[src/rtl/core/sisc_pkg.sv]
// Package for the SI prefix size scaler: widths, limits and the per-prefix
// constant tables (scan thresholds, rounding terms, divisors). No dependencies.
package sisc_pkg;

  localparam int unsigned VAL_W   = 64;
  localparam int unsigned DVS_W   = 57;   // 100 * 1000^5 < 2^57
  localparam int unsigned MM_W    = 14;   // scaled value in tenths, < 10000
  localparam int unsigned WHOLE_W = 10;
  localparam int unsigned TENTH_W = 4;
  localparam int unsigned PFX_W   = 3;
  localparam int unsigned SEL_W   = 3;

  localparam logic [VAL_W-1:0] NO_PREFIX_MAX = 64'd999;
  localparam logic [SEL_W-1:0] SEL_EXA       = 3'd5;
  localparam logic [PFX_W-1:0] PFX_NONE      = 3'd0;

  // v < 999950 * 1000^sel picks that prefix; exa takes whatever is left
  function automatic logic [VAL_W-1:0] sisc_thresh(input logic [SEL_W-1:0] sel);
    logic [VAL_W-1:0] r;
    case (sel)
      3'd0:    r = 64'd999950;
      3'd1:    r = 64'd999950000;
      3'd2:    r = 64'd999950000000;
      3'd3:    r = 64'd999950000000000;
      3'd4:    r = 64'd999950000000000000;
      default: r = '1;
    endcase
    return r;
  endfunction

  // 0.05 unit of the prefix
  function automatic logic [VAL_W-1:0] sisc_round_add(input logic [SEL_W-1:0] sel);
    logic [VAL_W-1:0] r;
    case (sel)
      3'd0:    r = 64'd50;
      3'd1:    r = 64'd50000;
      3'd2:    r = 64'd50000000;
      3'd3:    r = 64'd50000000000;
      3'd4:    r = 64'd50000000000000;
      default: r = 64'd50000000000000000;
    endcase
    return r;
  endfunction

  // largest value that still takes the rounding term: (2^63-1) - add
  function automatic logic [VAL_W-1:0] sisc_round_lim(input logic [SEL_W-1:0] sel);
    logic [VAL_W-1:0] r;
    case (sel)
      3'd0:    r = 64'd9223372036854775757;
      3'd1:    r = 64'd9223372036854725807;
      3'd2:    r = 64'd9223372036804775807;
      3'd3:    r = 64'd9223371986854775807;
      3'd4:    r = 64'd9223322036854775807;
      default: r = 64'd9173372036854775807;
    endcase
    return r;
  endfunction

  // one tenth of the prefix: 100 * 1000^sel
  function automatic logic [DVS_W-1:0] sisc_divisor(input logic [SEL_W-1:0] sel);
    logic [DVS_W-1:0] r;
    case (sel)
      3'd0:    r = 57'd100;
      3'd1:    r = 57'd100000;
      3'd2:    r = 57'd100000000;
      3'd3:    r = 57'd100000000000;
      3'd4:    r = 57'd100000000000000;
      default: r = 57'd100000000000000000;
    endcase
    return r;
  endfunction

endpackage

[src/rtl/core/si_prefix_size_scaler_core.sv]
// Top level of the SI prefix size scaler: sequencer, prefix scan, rounding
// and output register. Depends on sisc_pkg, sisc_div, sisc_fmt.
//
//  channel | signals                                     | dir
//  in      | in_valid_i, in_ready_o, size_value_i        | in
//  out     | out_valid_o, out_ready_i, whole_part_o,     | out
//          | tenths_digit_o, prefix_code_o               |
//
// Values up to 999 go from the scan straight to the output state; others take the prefix scan,
// a rounding step, the divide state (start, quotient bits, done) and the output state.
// in_ready_o is high only in idle; one item is in work at a time.
// A finished result waits in the output register; a new item may be taken meanwhile.
// Reset (rst_ni, async, active low) clears the sequencer and output valid.
module si_prefix_size_scaler_core import sisc_pkg::*; (
  input  logic               clk_i,
  input  logic               rst_ni,
  input  logic               in_valid_i,
  output logic               in_ready_o,
  input  logic [VAL_W-1:0]   size_value_i,
  output logic               out_valid_o,
  input  logic               out_ready_i,
  output logic [WHOLE_W-1:0] whole_part_o,
  output logic [TENTH_W-1:0] tenths_digit_o,
  output logic [PFX_W-1:0]   prefix_code_o
);

  typedef enum logic [2:0] {
    ST_IDLE,
    ST_SCAN,
    ST_ROUND,
    ST_DIV,
    ST_OUT
  } state_e;

  state_e             state_q;
  logic [VAL_W-1:0]   v_q;
  logic [SEL_W-1:0]   sel_q;
  logic               pass_q;
  logic               start_q;
  logic [MM_W-1:0]    mm_q;
  logic               out_valid_q;
  logic [WHOLE_W-1:0] whole_q;
  logic [TENTH_W-1:0] tenths_q;
  logic [PFX_W-1:0]   prefix_q;

  logic               div_done;
  logic [MM_W-1:0]    div_quot;
  logic [WHOLE_W-1:0] fmt_whole;
  logic [TENTH_W-1:0] fmt_tenths;
  logic               in_acc;
  logic               out_free;

  assign in_ready_o = (state_q == ST_IDLE);
  assign in_acc     = in_valid_i && in_ready_o;
  assign out_free   = !out_valid_q || out_ready_i;

  sisc_div u_div (
    .clk_i      (clk_i),
    .rst_ni     (rst_ni),
    .start_i    (start_q),
    .dividend_i (v_q),
    .divisor_i  (sisc_divisor(sel_q)),
    .done_o     (div_done),
    .quot_o     (div_quot)
  );

  sisc_fmt u_fmt (
    .mm_i     (mm_q),
    .whole_o  (fmt_whole),
    .tenths_o (fmt_tenths)
  );

  always_ff @(posedge clk_i or negedge rst_ni) begin
    if (!rst_ni) begin
      state_q     <= ST_IDLE;
      v_q         <= '0;
      sel_q       <= '0;
      pass_q      <= 1'b0;
      start_q     <= 1'b0;
      mm_q        <= '0;
      out_valid_q <= 1'b0;
      whole_q     <= '0;
      tenths_q    <= '0;
      prefix_q    <= '0;
    end else begin
      start_q <= (state_q == ST_ROUND);
      if (out_valid_q && out_ready_i && state_q != ST_OUT) begin
        out_valid_q <= 1'b0;
      end
      case (state_q)
        ST_IDLE: begin
          if (in_acc) begin
            v_q     <= size_value_i;
            sel_q   <= '0;
            pass_q  <= 1'b0;
            state_q <= ST_SCAN;
          end
        end
        ST_SCAN: begin
          if (v_q <= NO_PREFIX_MAX) begin
            pass_q  <= 1'b1;
            state_q <= ST_OUT;
          end else if (sel_q == SEL_EXA || v_q < sisc_thresh(sel_q)) begin
            state_q <= ST_ROUND;
          end else begin
            sel_q <= sel_q + 1'b1;
          end
        end
        ST_ROUND: begin
          if (v_q <= sisc_round_lim(sel_q)) begin
            v_q <= v_q + sisc_round_add(sel_q);
          end
          state_q <= ST_DIV;
        end
        ST_DIV: begin
          if (div_done) begin
            mm_q    <= div_quot;
            state_q <= ST_OUT;
          end
        end
        ST_OUT: begin
          if (out_free) begin
            out_valid_q <= 1'b1;
            if (pass_q) begin
              whole_q  <= v_q[WHOLE_W-1:0];
              tenths_q <= '0;
              prefix_q <= PFX_NONE;
            end else begin
              whole_q  <= fmt_whole;
              tenths_q <= fmt_tenths;
              prefix_q <= sel_q + 1'b1;
            end
            state_q <= ST_IDLE;
          end
        end
        default: begin
          state_q <= ST_IDLE;
        end
      endcase
    end
  end

  assign out_valid_o    = out_valid_q;
  assign whole_part_o   = whole_q;
  assign tenths_digit_o = tenths_q;
  assign prefix_code_o  = prefix_q;

  a_busy_after_accept: assert property (@(posedge clk_i) disable iff (!rst_ni)
    in_acc |=> !in_ready_o)
    else $error("block ready right after taking an item");

  a_div_done_in_div: assert property (@(posedge clk_i) disable iff (!rst_ni)
    div_done |-> state_q == ST_DIV)
    else $error("divider finished outside divide state");

  a_no_prefix_result: assert property (@(posedge clk_i) disable iff (!rst_ni)
    out_valid_o && prefix_code_o == PFX_NONE |-> tenths_digit_o == '0)
    else $error("unscaled result with nonzero tenths");

  a_tenths_range: assert property (@(posedge clk_i) disable iff (!rst_ni)
    out_valid_o |-> tenths_digit_o <= 4'd9 && prefix_code_o <= 3'd6)
    else $error("tenths digit or prefix out of range");

endmodule

[src/rtl/core/sisc_div.sv]
// Restoring radix-2 divider, one quotient bit per cycle.
// Depends on sisc_pkg.
module sisc_div import sisc_pkg::*; (
  input  logic              clk_i,
  input  logic              rst_ni,
  input  logic              start_i,
  input  logic [VAL_W-1:0]  dividend_i,
  input  logic [DVS_W-1:0]  divisor_i,
  output logic              done_o,
  output logic [MM_W-1:0]   quot_o
);

  localparam int unsigned CNT_W = $clog2(VAL_W);

  logic             busy_q;
  logic             done_q;
  logic [CNT_W-1:0] cnt_q;
  logic [DVS_W-1:0] rem_q;
  logic [DVS_W-1:0] dvs_q;
  logic [VAL_W-1:0] dvd_q;   // dividend shifts out, quotient shifts in

  logic [DVS_W:0]   shifted;
  logic [DVS_W:0]   diff;
  logic             qbit;
  logic [DVS_W-1:0] rem_d;

  always_comb begin
    shifted = {rem_q, dvd_q[VAL_W-1]};
    diff    = shifted - {1'b0, dvs_q};
    qbit    = (shifted >= {1'b0, dvs_q});
    rem_d   = qbit ? diff[DVS_W-1:0] : shifted[DVS_W-1:0];
  end

  always_ff @(posedge clk_i or negedge rst_ni) begin
    if (!rst_ni) begin
      busy_q <= 1'b0;
      done_q <= 1'b0;
      cnt_q  <= '0;
      rem_q  <= '0;
      dvs_q  <= '0;
      dvd_q  <= '0;
    end else if (start_i) begin
      busy_q <= 1'b1;
      done_q <= 1'b0;
      cnt_q  <= '0;
      rem_q  <= '0;
      dvs_q  <= divisor_i;
      dvd_q  <= dividend_i;
    end else if (busy_q) begin
      rem_q <= rem_d;
      dvd_q <= {dvd_q[VAL_W-2:0], qbit};
      cnt_q <= cnt_q + 1'b1;
      if (cnt_q == '1) begin
        busy_q <= 1'b0;
        done_q <= 1'b1;
      end
    end else begin
      done_q <= 1'b0;
    end
  end

  assign done_o = done_q;
  assign quot_o = dvd_q[MM_W-1:0];

endmodule

[src/rtl/core/sisc_fmt.sv]
// Splits the scaled value in tenths into whole part and tenths digit,
// dividing by ten through a reciprocal multiply. Depends on sisc_pkg.
module sisc_fmt import sisc_pkg::*; (
  input  logic [MM_W-1:0]    mm_i,
  output logic [WHOLE_W-1:0] whole_o,
  output logic [TENTH_W-1:0] tenths_o
);

  localparam logic [MM_W-1:0] RECIP_10 = 14'd6554;  // ceil(2^16 / 10), exact below 10000

  logic [2*MM_W-1:0] prod;
  logic [MM_W-1:0]   times10;
  logic [MM_W-1:0]   rest;

  always_comb begin
    prod     = {{MM_W{1'b0}}, mm_i} * {{MM_W{1'b0}}, RECIP_10};
    whole_o  = prod[16 +: WHOLE_W];
    times10  = {1'b0, whole_o, 3'b000} + {3'b000, whole_o, 1'b0};
    rest     = mm_i - times10;
    tenths_o = rest[TENTH_W-1:0];
  end

endmodule
[config.mk]
export PLATFORM = sky130hd
export DESIGN_NAME = si_prefix_size_scaler_core
export DESIGN_NICKNAME = d
export VERILOG_FILES = /design/src/rtl/core/sisc_pkg.sv /design/src/rtl/core/si_prefix_size_scaler_core.sv /design/src/rtl/core/sisc_div.sv /design/src/rtl/core/sisc_fmt.sv
export SDC_FILE = /design/constraint.sdc
export NUM_CORES = 1
export LEC_CHECK = 0
export BUFFER_PORTS_ARGS = -buffer_cell sky130_fd_sc_hd__clkbuf_2
export CORE_MARGIN = 1.5
export CORE_UTILIZATION = 40
export CTS_CLUSTER_SIZE = 28
export DETAILED_ROUTE_END_ITERATION = 7
export PLACE_DENSITY = 0.61
export SLEW_MARGIN = 20
export SYNTH_ARGS = -nofsm -noshare
export SYNTH_HDL_FRONTEND = slang
export SYNTH_SLANG_ARGS = --single-unit
[constraint.sdc]
create_clock -name clk_i -period 7.6 [get_ports clk_i]
set_clock_uncertainty 0.05 [all_clocks]
set_input_delay 1.14 -clock clk_i [delete_from_list [all_inputs] [get_ports clk_i]]
set_output_delay 1.14 -clock clk_i [all_outputs]
set_load 0.02 [all_outputs]
==> run summary, run 1 <==
SYNTHESIS
---------------------------------------------------------------------------------
Mapped Avg Cell Area ...............................................   8.36 sq um
Net count after synthesis ..........................................        3,099
Leading area contributor after synthesis ........................... sky130_fd_sc_hd__dfrtp_1
Register area share after synthesis ................................        27.6%
Netlist Area Pre-Place ............................................. 22,600 sq um
Number of synthesized register bits ................................          249
Most instantiated flip-flop cell in the synthesis netlist .......... sky130_fd_sc_hd__dfrtp_1
Fraction of synthesis flops using an asynchronous set or reset pin .         100%
Number of enable-type register cells in the synthesized netlist ....            0
Cells taking the most area after synthesis ......................... sky130_fd_sc_hd__dfrtp_1, sky130_fd_sc_hd__ha_1, sky130_fd_sc_hd__a21oi_1
Number of warnings issued by yosys .................................            0
Netlist cell types .................................................           84
Share of the synthesized area in the top cell type .................        27.6%
Cell count after synthesis .........................................        2,699

STA
---------------------------------------------------------------------------------
Number of pins with negative max-slew slack in the final report ....            0
Share of the clock period used by the worst path after layout ......        86.4%
Number of endpoints failing setup at the final stage ...............            0
Final setup margin .................................................      1.03 ns
RSZ-0062 raised after global routing ...............................           no
Max Clock Freq .....................................................      152 MHz
Hold violation total from the final report .........................            0
Slew HR ............................................................        28.5%
Minimum clock period ...............................................      6.57 ns
Sum of negative setup slack ........................................         0 ns
Worst-margin pin slew ..............................................      1.07 ns

WORST SETUP PATH
---------------------------------------------------------------------------------
Dominant delay contributor by cell family on the critical path ..... compound AO/OA/AOI/OAI gates
Worst path bufs/invs ...............................................            4
Crit path launch type ..............................................         flop
Source of the worst register-to-register timing path ...............     sel_q[0]
Critical path data arrival time ....................................      6.94 ns
FF-to-FF setup slack ...............................................      1.03 ns
Delay of the slowest cell on the worst path ........................      0.68 ns
Required time of the worst setup path ..............................      7.97 ns
Critical path destination ..........................................      v_q[57]
Endpoint of the worst-slack reg-to-reg timing path .................      v_q[57]
Worst setup startpoint .............................................     sel_q[0]
Slowest cell on the critical path .................................. sky130_fd_sc_hd__o41ai_2
Cells along the critical path ...................................... inv_1 -> ha_1 -> nand2_1 -> inv_1 -> a21o_1 -> nor2_1 -> nand2_1 -> inv_1 -> buf_4 -> nor2_1 -> nand2_1 -> ha_1 -> o21ai_0 -> a211oi_1 -> nor3_1 -> a2111oi_2 -> a31oi_1 -> o41ai_2 -> a311oi_2 -> nand2b_1 -> o22ai_1 -> a21oi_1
Type of the worst setup path .......................................   reg -> reg
Maximum fanout encountered on the critical timing path .............           11
Total stage count of the critical path .............................           22
Depth of the worst register-to-register path .......................           22
Worst setup EP type ................................................         flop

CELLS AND AREA
---------------------------------------------------------------------------------
Most common cell after layout, fill and taps aside ................. sky130_fd_sc_hd__ha_1
Final-stage net count ..............................................        3,102
Area growth from synthesis to final layout .........................        10.1%
Top library cells by usage in the layout, fill and taps aside ...... sky130_fd_sc_hd__ha_1, sky130_fd_sc_hd__nor2_1, sky130_fd_sc_hd__nand2_1
Count of fill cells added during filler insertion ..................        5,448
Fraction of final layout cells sized beyond drive strength 1 .......        7.66%

GLOBAL ROUTE
---------------------------------------------------------------------------------
Wire length of the first global-routing pass ....................... 105,000 microns
Pin count of the biggest net entering global routing ...............           98
Vias in the first global route .....................................        19.5k
GRT Overall Usage ..................................................        22.8%
Antenna violations before repair ...................................            0
Global route overflow ..............................................            0

CLOCK NETWORK
---------------------------------------------------------------------------------
Clock Sinks ........................................................          249
Post-CTS repair timing setup buffer count ..........................            0
CTS Buf Count ......................................................           34
Htree depth ........................................................            2
CTS Root Buffer Type ............................................... sky130_fd_sc_hd__clkbuf_16
Clock network latency to the later pin of the worst-skew pair ......      0.55 ns
Hold_buf cts .......................................................            0
Register clock-pin slew on the reported worst setup and hold paths .      0.06 ns
Max Buffers Root-to-Sink ...........................................            3
TritonCTS clock tree ...............................................        built
Post-cts gate resize count .........................................            0

DRT
---------------------------------------------------------------------------------
DRT Pass-1 Iters ...................................................            5
Remaining antenna violation count ..................................            0
DRC violations left ................................................            0
Wire length per cell ............................................... 18.8 microns
Total length of routed wires ....................................... 65,200 microns
Routed via count divided by cell count .............................         5.71
Vias ...............................................................        19.9k
1st-iter DRT viols .................................................        1,382

PLACED DESIGN
---------------------------------------------------------------------------------
Port-buffer cells ..................................................           86
Worst-case setup slack after placement .............................      1.20 ns
Placer Congestion ..................................................        0.940
Final HPWL from detailed placement ................................. 48,900 microns

OUTCOME
---------------------------------------------------------------------------------
Status ............................................................. complete, no violations

FLOORPLANNING
---------------------------------------------------------------------------------
Overall die area ................................................... 57,800 sq um
Number of ports placed on the die boundary .........................           87
Core Area .......................................................... 55,400 sq um
Starting Density ...................................................        40.7%
X dimension of the die .............................................  241 microns
Die Height .........................................................  241 microns
Placement row count ................................................           86

HOLD PATH
---------------------------------------------------------------------------------
Hold Crit Class ....................................................   reg -> reg

POWER AND IR DROP
---------------------------------------------------------------------------------
Pwr Density ........................................................  503 nW/um^2
Leakage dissipation ................................................    0.0119 uW
VDD IR-drop max ....................................................       268 uV

RUN
---------------------------------------------------------------------------------
Max-capacitance violation count ....................................            0

[per-stage QoR]
stage	hold slack, ns	cells	util [%]	total power (uW)	instance area [sq um]
floorplan	0.439	2699	-	8640	22600
global placement	0.415	3414	42.5	10400	23600
detailed placement	0.421	3414	42.5	10600	23600
CTS	0.435	3476	44.8	12500	24800
global route	0.463	3476	44.8	13700	24800
finish	0.429	3477	44.8	12500	24800
[cell families (layout without fill, tap and decap cells)]
family | after synthesis | in the layout | synth area share [%]
xor gates and xnor gates | 107 | 107 | 4.15
other | 0 | 1 | 0
AOI/OAI and AO/OA | 745 | 745 | 20.7
adders and majority gates | 332 | 332 | 20.0
and+or+nand+nor | 831 | 831 | 16.9
muxes | 110 | 110 | 5.00
DFF | 249 | 249 | 27.6
buffers and inverters | 325 | 354 | 5.64
[routing by layer]
metal | routed length [microns] | vias up | track usage, %
met5 | 0 | - | 0
met4 | 2110 | 0 | 8.37
met3 | 3050 | 128 | 2.78
met2 | 29800 | 525 | 36.8
met1 | 30300 | 9509 | 31.3
li1 | - | 9705 | -
[how the worst min path moves through the flow]
stage	start	slack (ns)	cells after the start	to
3_5_place_dp	tenths_digit_o[2]	0.42	2	tenths_digit_o[2]
6_report	tenths_digit_o[2]	0.43	2	tenths_digit_o[2]
5_1_grt	prefix_code_o[2]	0.46	2	prefix_code_o[2]
3_3_place_gp	whole_part_o[0]	0.42	2	whole_part_o[0]
4_1_cts	tenths_digit_o[2]	0.43	2	tenths_digit_o[2]
2_1_floorplan	u_div.dvs_q[22]	0.44	2	u_div.dvs_q[22]
[registers in the layout, indices dropped and copies added, names as in the netlist]
| name | flops |
|---|---|
| prefix_code_o | 3 |
| v_q | 64 |
| mm_q | 14 |
| sel_q | 3 |
| u_div.done_o | 1 |
| u_div.dvd_q | 64 |
| start_q | 1 |
| tenths_digit_o | 4 |
| out_valid_o | 1 |
| pass_q | 1 |
| state_q | 3 |
| u_div.busy_q | 1 |
| u_div.dvs_q | 16 |
| u_div.cnt_q | 6 |
| u_div.rem_q | 57 |
| whole_part_o | 10 |
[Yosys cell counts (all sizes together), types with 11 or more instances]
cell,n
ha,285
nor2,280
nand2,258
dfrtp,249
a21oi,238
inv,186
o21ai,184
clkbuf,105
mux2i,88
a211oi,66
xnor2,64
nand3,54
fa,47
xor2,43
nor3,41
nand4,38
buf,34
a21o,33
a31oi,33
nor4,29
nor2b,28
nand2b,24
o31ai,23
mux2,22
and3,19
o21a,19
o22ai,19
o211ai,18
o21bai,13
or3,11
[worst reg2reg max path, delay by kind of cell, from the launching register on]
kind | cells | cell delay (ns)
and+or+nand+nor | 7 | 1.54
AOI/OAI and AO/OA | 9 | 2.75
adders and majority gates | 2 | 0.78
DFF | 1 | 0.44
buffers and inverters | 4 | 0.88
[power by group]
group | internal, uW | total, uW | switching [uW] | leakage [uW]
Combinational | 3170 | 7810 | 4640 | 0.00819
Sequential | 1960 | 2840 | 883 | 0.00306
Clock | 1190 | 1850 | 661 | 0.000630
Total | 6320 | 12500 | 6180 | 0.0119
[cell type report]
cell class / count / area, sq um / share of cell area [%]
Clock buffer: 43 / 978 / 3.94
Inverter: 186 / 698 / 2.81
Antenna cell: 1 / 2.50 / 0.0101
Tap cell: 748 / 936 / 3.77
Timing Repair Buffer: 106 / 603 / 2.43
Sequential cell: 249 / 6240 / 25.1
Multi-Input combinational cell: 2125 / 15100 / 60.7
Clock inverter: 19 / 308 / 1.24
Power figures use the tool's default switching activity.
==> run 2: changes to the inputs <==
--- a/config.mk
+++ b/config.mk
@@ -8,6 +8,7 @@
 export BUFFER_PORTS_ARGS = -buffer_cell sky130_fd_sc_hd__clkbuf_2
 export CORE_MARGIN = 1.5
 export CORE_UTILIZATION = 40
+export CTS_BUF_LIST = sky130_fd_sc_hd__clkbuf_8
 export CTS_CLUSTER_SIZE = 28
 export DETAILED_ROUTE_END_ITERATION = 7
 export PLACE_DENSITY = 0.61
==> run summary, run 2 (same netlist as run 1, synthesis figures left out) <==
OUTCOME
---------------------------------------------------------------------------------
Status ............................................................. finished with violations   was complete, no violations
Violated checks ....................................................          DRC

POWER AND IR DROP
---------------------------------------------------------------------------------
VDD IR-drop max ....................................................       218 uV   was 268 uV
Clock share of power ...............................................        12.3%   was 14.8%
Share of total power consumed by net switching .....................        50.7%   was 49.4%
Internal cell power ................................................      5990 uW   was 6320 uW
Leakage dissipation ................................................    0.0119 uW   about the same
Pwr Density ........................................................  493 nW/um^2   was 503 nW/um^2
Flop pwr share .....................................................        23.4%   was 22.8%
Portion of total power attributed to combinational logic ...........        64.3%   was 62.5%
Reported net switching power .......................................      6170 uW   was 6180 uW

STA
---------------------------------------------------------------------------------
Sum of negative setup slack ........................................         0 ns   unchanged
Hold violation total from the final report .........................            0   unchanged
Number of pins with negative max-slew slack in the final report ....            0   unchanged
RSZ-0062 raised after global routing ...............................           no   unchanged
Minimum clock period ...............................................      6.53 ns   was 6.57 ns
Number of endpoints failing setup at the final stage ...............            0   unchanged
Max Clock Freq .....................................................      153 MHz   was 152 MHz
Share of the clock period used by the worst path after layout ......        86.0%   was 86.4%
Worst-margin pin slew ..............................................      1.07 ns   about the same
Slew HR ............................................................        28.8%   was 28.5%
Final setup margin .................................................      1.07 ns   was 1.03 ns

WORST SETUP PATH
---------------------------------------------------------------------------------
Delay of the slowest cell on the worst path ........................      0.66 ns   was 0.68 ns
Total stage count of the critical path .............................           22   unchanged
Type of the worst setup path .......................................   reg -> reg   unchanged
Depth of the worst register-to-register path .......................           22   unchanged
Worst setup EP type ................................................         flop   unchanged
Dominant delay contributor by cell family on the critical path ..... compound AO/OA/AOI/OAI gates   unchanged
Crit path launch type ..............................................         flop   unchanged
Maximum fanout encountered on the critical timing path .............           11   unchanged
Cells along the critical path ...................................... inv_1 -> ha_1 -> nand2_1 -> inv_1 -> a21o_1 -> nor2_1 -> nand2_1 -> inv_1 -> buf_4 -> nor2_1 -> nand2_1 -> ha_1 -> o21ai_0 -> a211oi_1 -> nor3_1 -> a2111oi_2 -> a31oi_1 -> o41ai_2 -> a311oi_2 -> nand2b_1 -> o22ai_1 -> a21oi_1   unchanged
Slowest cell on the critical path .................................. sky130_fd_sc_hd__o41ai_2   unchanged
Critical path data arrival time ....................................      6.98 ns   was 6.94 ns
Required time of the worst setup path ..............................      8.04 ns   was 7.97 ns
Worst path bufs/invs ...............................................            4   unchanged

GLOBAL ROUTE
---------------------------------------------------------------------------------
GRT Overall Usage ..................................................        22.9%   was 22.8%
Peak-usage layer in the global routing report ......................         met2   unchanged
Antenna violations before repair ...................................            1   was 0
GR met1 Demand/Resource ............................................        31.0%   was 31.3%
Global route overflow ..............................................            0   unchanged
Pin count of the biggest net entering global routing ...............           98   unchanged
Vias in the first global route .....................................        19.7k   was 19.5k
Met2 Usage GRT .....................................................        36.9%   was 36.8%
Wire length of the first global-routing pass ....................... 106,000 microns   was 105,000 microns
Global Route met3 Usage ............................................        3.31%   was 2.78%

DRT
---------------------------------------------------------------------------------
Remaining antenna violation count ..................................            0   unchanged
DRC violations left ................................................            3   was 0
Routed via count divided by cell count .............................         5.71   about the same
Vias ...............................................................        20.0k   was 19.9k
Wire length per cell ............................................... 18.6 microns   was 18.8 microns
1st-iter DRT viols .................................................        1,509   was 1,382
DRT Pass-1 Iters ...................................................            8   was 5
Total length of routed wires ....................................... 65,300 microns   was 65,200 microns

CLOCK NETWORK
---------------------------------------------------------------------------------
Register clock-pin slew on the reported worst setup and hold paths .      0.06 ns   about the same
CTS Buf Count ......................................................           51   was 34
Post-cts gate resize count .........................................            0   unchanged
Clock network latency to the later pin of the worst-skew pair ......      0.64 ns   was 0.55 ns
Max Buffers Root-to-Sink ...........................................            3   unchanged
CTS Root Buffer Type ............................................... sky130_fd_sc_hd__clkbuf_8   was sky130_fd_sc_hd__clkbuf_16
Clock Sinks ........................................................          249   unchanged
Htree depth ........................................................            2   unchanged
TritonCTS clock tree ...............................................        built   unchanged
Hold_buf cts .......................................................            0   unchanged
Post-CTS repair timing setup buffer count ..........................            0   unchanged

CELLS AND AREA
---------------------------------------------------------------------------------
Area of the multi-input gates ...................................... 15,100 sq um   unchanged
Count of fill cells added during filler insertion ..................        5,506   was 5,448
Most common cell after layout, fill and taps aside ................. sky130_fd_sc_hd__ha_1   unchanged
Top library cells by usage in the layout, fill and taps aside ...... sky130_fd_sc_hd__ha_1, sky130_fd_sc_hd__nor2_1, sky130_fd_sc_hd__nand2_1   unchanged
Fraction of final layout cells sized beyond drive strength 1 .......        8.23%   was 7.66%
Area growth from synthesis to final layout .........................        9.16%   was 10.1%
Final-stage net count ..............................................        3,119   was 3,102
Largest registers ranked by flip-flop count ........................ u_div.dvd_q x64, v_q x64, u_div.rem_q x57   unchanged
Final cell area excluding filler cells ............................. 24,600 sq um   was 24,800 sq um
Flip-flop and latch area ...........................................   6240 sq um   unchanged

PLACED DESIGN
---------------------------------------------------------------------------------
Port-buffer cells ..................................................           86   unchanged
Worst-case setup slack after placement .............................      1.20 ns   unchanged
Area post-placement ................................................ 23,600 sq um   unchanged
Placer Congestion ..................................................        0.940   unchanged
Final HPWL from detailed placement ................................. 48,900 microns   unchanged

FLOORPLANNING
---------------------------------------------------------------------------------
Starting Density ...................................................        40.7%   unchanged
Core Area .......................................................... 55,400 sq um   unchanged
Overall die area ................................................... 57,800 sq um   unchanged
Die Height .........................................................  241 microns   unchanged
Placement row count ................................................           86   unchanged
X dimension of the die .............................................  241 microns   unchanged
Number of ports placed on the die boundary .........................           87   unchanged

HOLD PATH
---------------------------------------------------------------------------------
Hold Crit Class ....................................................   reg -> reg   unchanged
Number of cells on the worst hold path .............................            2   unchanged

RUN
---------------------------------------------------------------------------------
Max-capacitance violation count ....................................            0   unchanged

## run 2: worst paths after layout
path | from | endpoint | slack, ns
worst max-delay path | sel_q[0] | v_q[59] | 1.07
worst min-delay path | tenths_digit_o[2] | tenths_digit_o[2] | 0.43
worst max register to register | sel_q[0] | v_q[59] | 1.07
worst min register to register | tenths_digit_o[2] | tenths_digit_o[2] | 0.43
max in group asynchronous | rst_ni | u_div.dvd_q[29] | 5.65
min in group asynchronous | rst_ni | out_valid_o | 0.49
## run 2: area by class of cell
type	count	area share, %
multi-input combinational	2125	61.2
sequential	249	25.3
tap	748	3.80
inverter	186	2.83
clock buffer	60	3.35
timing repair buffer	106	2.45
antenna	2	0.0203
clock inverter	32	0.980
## run 2: power groups by stage
stage	Combinational, uW	Clock [uW]	Sequential, uW
after floorplan	6250	0	2390
after global placement	7560	0	2830
after detailed placement	7730	0	2850
after CTS	7770	1540	2830
after global routing	8790	1600	2930
final	7820	1490	2840
## run 2: worst reg2reg max path, cell delays in order, from the launching register on
cell                        delay (ns)
sky130_fd_sc_hd__dfrtp_1          0.44
sky130_fd_sc_hd__inv_1            0.20
sky130_fd_sc_hd__ha_1             0.31
sky130_fd_sc_hd__nand2_1          0.13
sky130_fd_sc_hd__inv_1            0.32
sky130_fd_sc_hd__a21o_1           0.29
sky130_fd_sc_hd__nor2_1           0.16
sky130_fd_sc_hd__nand2_1          0.10
sky130_fd_sc_hd__inv_1            0.13
sky130_fd_sc_hd__buf_4            0.23
sky130_fd_sc_hd__nor2_1           0.46
sky130_fd_sc_hd__nand2_1          0.33
sky130_fd_sc_hd__ha_1             0.47
sky130_fd_sc_hd__o21ai_0          0.13
sky130_fd_sc_hd__a211oi_1         0.33
sky130_fd_sc_hd__nor3_1           0.12
sky130_fd_sc_hd__a2111oi_2        0.50
sky130_fd_sc_hd__a31oi_1          0.25
sky130_fd_sc_hd__o41ai_2          0.66
sky130_fd_sc_hd__a311oi_2         0.33
sky130_fd_sc_hd__nand2b_1         0.25
sky130_fd_sc_hd__o22ai_1          0.14
sky130_fd_sc_hd__a21oi_1          0.09
## run 2: through the flow
stage	util, %	std cells	hold slack [ns]	power [uW]
finish	44.4	3508	0.428	12200
global route	44.4	3506	0.465	13300
CTS	44.4	3506	0.434	12100
detailed placement	42.5	3414	0.421	10600
global placement	42.5	3414	0.415	10400
floorplan	-	2699	0.439	8640
## run 2: layer usage
metal / vias to the layer above / share of wire (%) / wire [microns]
met5: - / 0.012 / 8
met4: 2 / 3.5 / 2290
met3: 154 / 4.7 / 3040
met2: 541 / 45 / 29700
met1: 9591 / 46 / 30300
li1: 9742 / - / -
==> run 3: changes to the inputs <==
==> constraint.sdc (replaced) <==
create_clock -name clk_i -period 6.7 [get_ports clk_i]
set_clock_uncertainty 0.05 [all_clocks]
set_input_delay 1.005 -clock clk_i [delete_from_list [all_inputs] [get_ports clk_i]]
set_output_delay 1.005 -clock clk_i [all_outputs]
set_load 0.02 [all_outputs]
==> run summary, run 3 (same netlist as run 1, synthesis figures left out) <==
OUTCOME
---------------------------------------------------------------------------------
Status ............................................................. complete, no violations   was finished with violations

WORST SETUP PATH
---------------------------------------------------------------------------------
Worst setup EP type ................................................         flop   unchanged
Delay of the slowest cell on the worst path ........................      0.43 ns   was 0.66 ns
Cells along the critical path ...................................... inv_1 -> ha_1 -> nand2_1 -> inv_1 -> buf_4 -> a21o_1 -> nor2_1 -> nand2_1 -> buf_4 -> nand2_1 -> inv_1 -> ha_1 -> a22oi_1 -> o211ai_1 -> a221oi_1 -> o22ai_1 -> o211ai_1 -> o211ai_2 -> nor4_4 -> buf_4 -> and3_1 -> and4_1 -> nor3_1   was inv_1 -> ha_1 -> nand2_1 -> inv_1 -> a21o_1 -> nor2_1 -> nand2_1 -> inv_1 -> buf_4 -> nor2_1 -> nand2_1 -> ha_1 -> o21ai_0 -> a211oi_1 -> nor3_1 -> a2111oi_2 -> a31oi_1 -> o41ai_2 -> a311oi_2 -> nand2b_1 -> o22ai_1 -> a21oi_1
Slowest cell on the critical path .................................. sky130_fd_sc_hd__dfrtp_1   was sky130_fd_sc_hd__o41ai_2
Type of the worst setup path .......................................   reg -> reg   unchanged
Depth of the worst register-to-register path .......................           23   was 22
Endpoint of the worst-slack reg-to-reg timing path .................      v_q[62]   was v_q[59]
Maximum fanout encountered on the critical timing path .............           28   was 11
Crit path launch type ..............................................         flop   unchanged
Worst setup startpoint .............................................     sel_q[0]   unchanged
Required time of the worst setup path ..............................      7.19 ns   was 8.04 ns
FF-to-FF setup slack ...............................................      0.66 ns   was 1.07 ns
Source of the worst register-to-register timing path ...............     sel_q[0]   unchanged
Critical path data arrival time ....................................      6.53 ns   was 6.98 ns

GLOBAL ROUTE
---------------------------------------------------------------------------------
Global route overflow ..............................................            0   unchanged
Pin count of the biggest net entering global routing ...............          228   was 98
Vias in the first global route .....................................        19.7k   about the same
GRT Overall Usage ..................................................        23.0%   was 22.9%
Antenna violations before repair ...................................            0   was 1
Wire length of the first global-routing pass ....................... 106,000 microns   about the same

CLOCK NETWORK
---------------------------------------------------------------------------------
CTS Root Buffer Type ............................................... sky130_fd_sc_hd__clkbuf_8   unchanged
Clock network latency to the later pin of the worst-skew pair ......      0.67 ns   was 0.64 ns
Hold_buf cts .......................................................            0   unchanged
Register clock-pin slew on the reported worst setup and hold paths .      0.06 ns   about the same
CTS Buf Count ......................................................           50   was 51
Clock Sinks ........................................................          249   unchanged
Max Buffers Root-to-Sink ...........................................            3   unchanged
Htree depth ........................................................            2   unchanged
Post-cts gate resize count .........................................            0   unchanged
Post-CTS repair timing setup buffer count ..........................            0   unchanged
TritonCTS clock tree ...............................................        built   unchanged

STA
---------------------------------------------------------------------------------
Hold violation total from the final report .........................            0   unchanged
Number of pins with negative max-slew slack in the final report ....            0   unchanged
Sum of negative setup slack ........................................         0 ns   unchanged
Worst-margin pin slew ..............................................      1.08 ns   was 1.07 ns
Minimum clock period ...............................................      6.04 ns   was 6.53 ns
Slew HR ............................................................        27.8%   was 28.8%
Number of endpoints failing setup at the final stage ...............            0   unchanged
Share of the clock period used by the worst path after layout ......        90.2%   was 86.0%
RSZ-0062 raised after global routing ...............................           no   unchanged
Max Clock Freq .....................................................      165 MHz   was 153 MHz

PLACED DESIGN
---------------------------------------------------------------------------------
DP Cell Count ......................................................        3,414   unchanged
Final HPWL from detailed placement ................................. 48,900 microns   about the same
Placer Congestion ..................................................        0.926   was 0.940
Area post-placement ................................................ 23,600 sq um   about the same
Port-buffer cells ..................................................           86   unchanged

FLOORPLANNING
---------------------------------------------------------------------------------
Core Area .......................................................... 55,400 sq um   unchanged
X dimension of the die .............................................  241 microns   unchanged
Placement row count ................................................           86   unchanged
Number of ports placed on the die boundary .........................           87   unchanged
Overall die area ................................................... 57,800 sq um   unchanged
Starting Density ...................................................        40.7%   unchanged
Die Height .........................................................  241 microns   unchanged

POWER AND IR DROP
---------------------------------------------------------------------------------
Pwr Density ........................................................  564 nW/um^2   was 493 nW/um^2
Leakage dissipation ................................................    0.0119 uW   about the same
Total power of the final layout ....................................    14,000 uW   was 12,200 uW
VDD IR-drop max ....................................................       309 uV   was 218 uV

CELLS AND AREA
---------------------------------------------------------------------------------
Post-route insts no fill ...........................................        3,503   was 3,508
Top library cells by usage in the layout, fill and taps aside ...... sky130_fd_sc_hd__ha_1, sky130_fd_sc_hd__nor2_1, sky130_fd_sc_hd__nand2_1   unchanged
Final cell area excluding filler cells ............................. 24,700 sq um   was 24,600 sq um
Area growth from synthesis to final layout .........................        9.57%   was 9.16%
Count of fill cells added during filler insertion ..................        5,495   was 5,506
Diode count ........................................................            0   was 2
Final-stage net count ..............................................        3,118   was 3,119
Fraction of final layout cells sized beyond drive strength 1 .......        8.35%   was 8.23%
Most common cell after layout, fill and taps aside ................. sky130_fd_sc_hd__ha_1   unchanged
Largest registers ranked by flip-flop count ........................ u_div.dvd_q x64, v_q x64, u_div.rem_q x57   unchanged

DRT
---------------------------------------------------------------------------------
Remaining antenna violation count ..................................            0   unchanged
Vias ...............................................................        20.0k   about the same
Routed via count divided by cell count .............................         5.70   was 5.71
Wire length per cell ............................................... 18.8 microns   was 18.6 microns
DRT Pass-1 Iters ...................................................            5   was 8
1st-iter DRT viols .................................................        1,222   was 1,509
DRC violations left ................................................            0   was 3
Total length of routed wires ....................................... 65,900 microns   was 65,300 microns

RUN
---------------------------------------------------------------------------------
Max-capacitance violation count ....................................            0   unchanged

HOLD PATH
---------------------------------------------------------------------------------
Hold Crit Class ....................................................  in -> async   was reg -> reg

-- run 3: cell types whose count changed in the layout (fill, tap and decap cells not counted) --
cell,change
sky130_fd_sc_hd__clkbuf_8,+2
sky130_fd_sc_hd__buf_4,-4
sky130_fd_sc_hd__inv_1,-6
sky130_fd_sc_hd__clkinv_2,-3
sky130_fd_sc_hd__clkinv_4,+1
sky130_fd_sc_hd__buf_12,+4
sky130_fd_sc_hd__diode_2,-2
sky130_fd_sc_hd__inv_6,+2
sky130_fd_sc_hd__bufinv_16,+1
-- run 3: how the worst max path moves through the flow --
stage | slack (ns) | cells after the start | endpoint
2_1_floorplan | 1.24 | 22 | v_q[36]
3_3_place_gp | 0.85 | 22 | whole_part_o[9]
3_5_place_dp | 0.67 | 22 | whole_part_o[9]
4_1_cts | 0.68 | 22 | whole_part_o[9]
5_1_grt | 0.14 | 22 | whole_part_o[9]
6_report | 0.66 | 23 | v_q[62]
-- run 3: power breakdown --
group / switching, uW / total (uW) / internal (uW)
registers: 927 / 3150 / 2230
clock network: 757 / 1790 / 1030
logic: 5380 / 9010 / 3630
total: 7060 / 14000 / 6890
-- run 3: through the flow --
| stage | hold WS (ns) | worst slack [ns] | utilization, % |
|---|---|---|---|
| 6_report | 0.297 | 0.657 | 44.6 |
| 5_1_grt | 0.353 | 0.139 | 44.6 |
| 4_1_cts | 0.307 | 0.678 | 44.6 |
| 3_5_place_dp | 0.420 | 0.669 | 42.6 |
| 3_3_place_gp | 0.415 | 0.846 | 42.6 |
| 2_1_floorplan | 0.439 | 1.24 | - |
-- run 3: critical path, delay by kind of cell, from the launching register on --
family / cells / cell delay, ns
and+or+nand+nor: 8 / 1.82
buffers and inverters: 6 / 1.35
AOI/OAI and AO/OA: 7 / 1.53
DFF: 1 / 0.43
adders and majority gates: 2 / 0.72
-- run 3: routing by layer --
| layer | vias to the layer above | global-route usage [%] | routed length (microns) |
|---|---|---|---|
| met1 | 9566 | 31.1 | 30500 |
| met2 | 517 | 37.0 | 30000 |
| met3 | 151 | 3.19 | 3100 |
| li1 | 9730 | - | - |
| met5 | - | 0 | 0 |
| met4 | 0 | 9.19 | 2280 |
-- run 3: layout make-up --
class / count / area, sq um / area share, %
timing repair buffer: 106 / 653 / 2.64
tap: 748 / 936 / 3.79
clock buffer: 62 / 853 / 3.45
sequential: 249 / 6240 / 25.2
multi-input combinational: 2125 / 15100 / 61.0
clock inverter: 27 / 260 / 1.05
inverter: 186 / 698 / 2.82
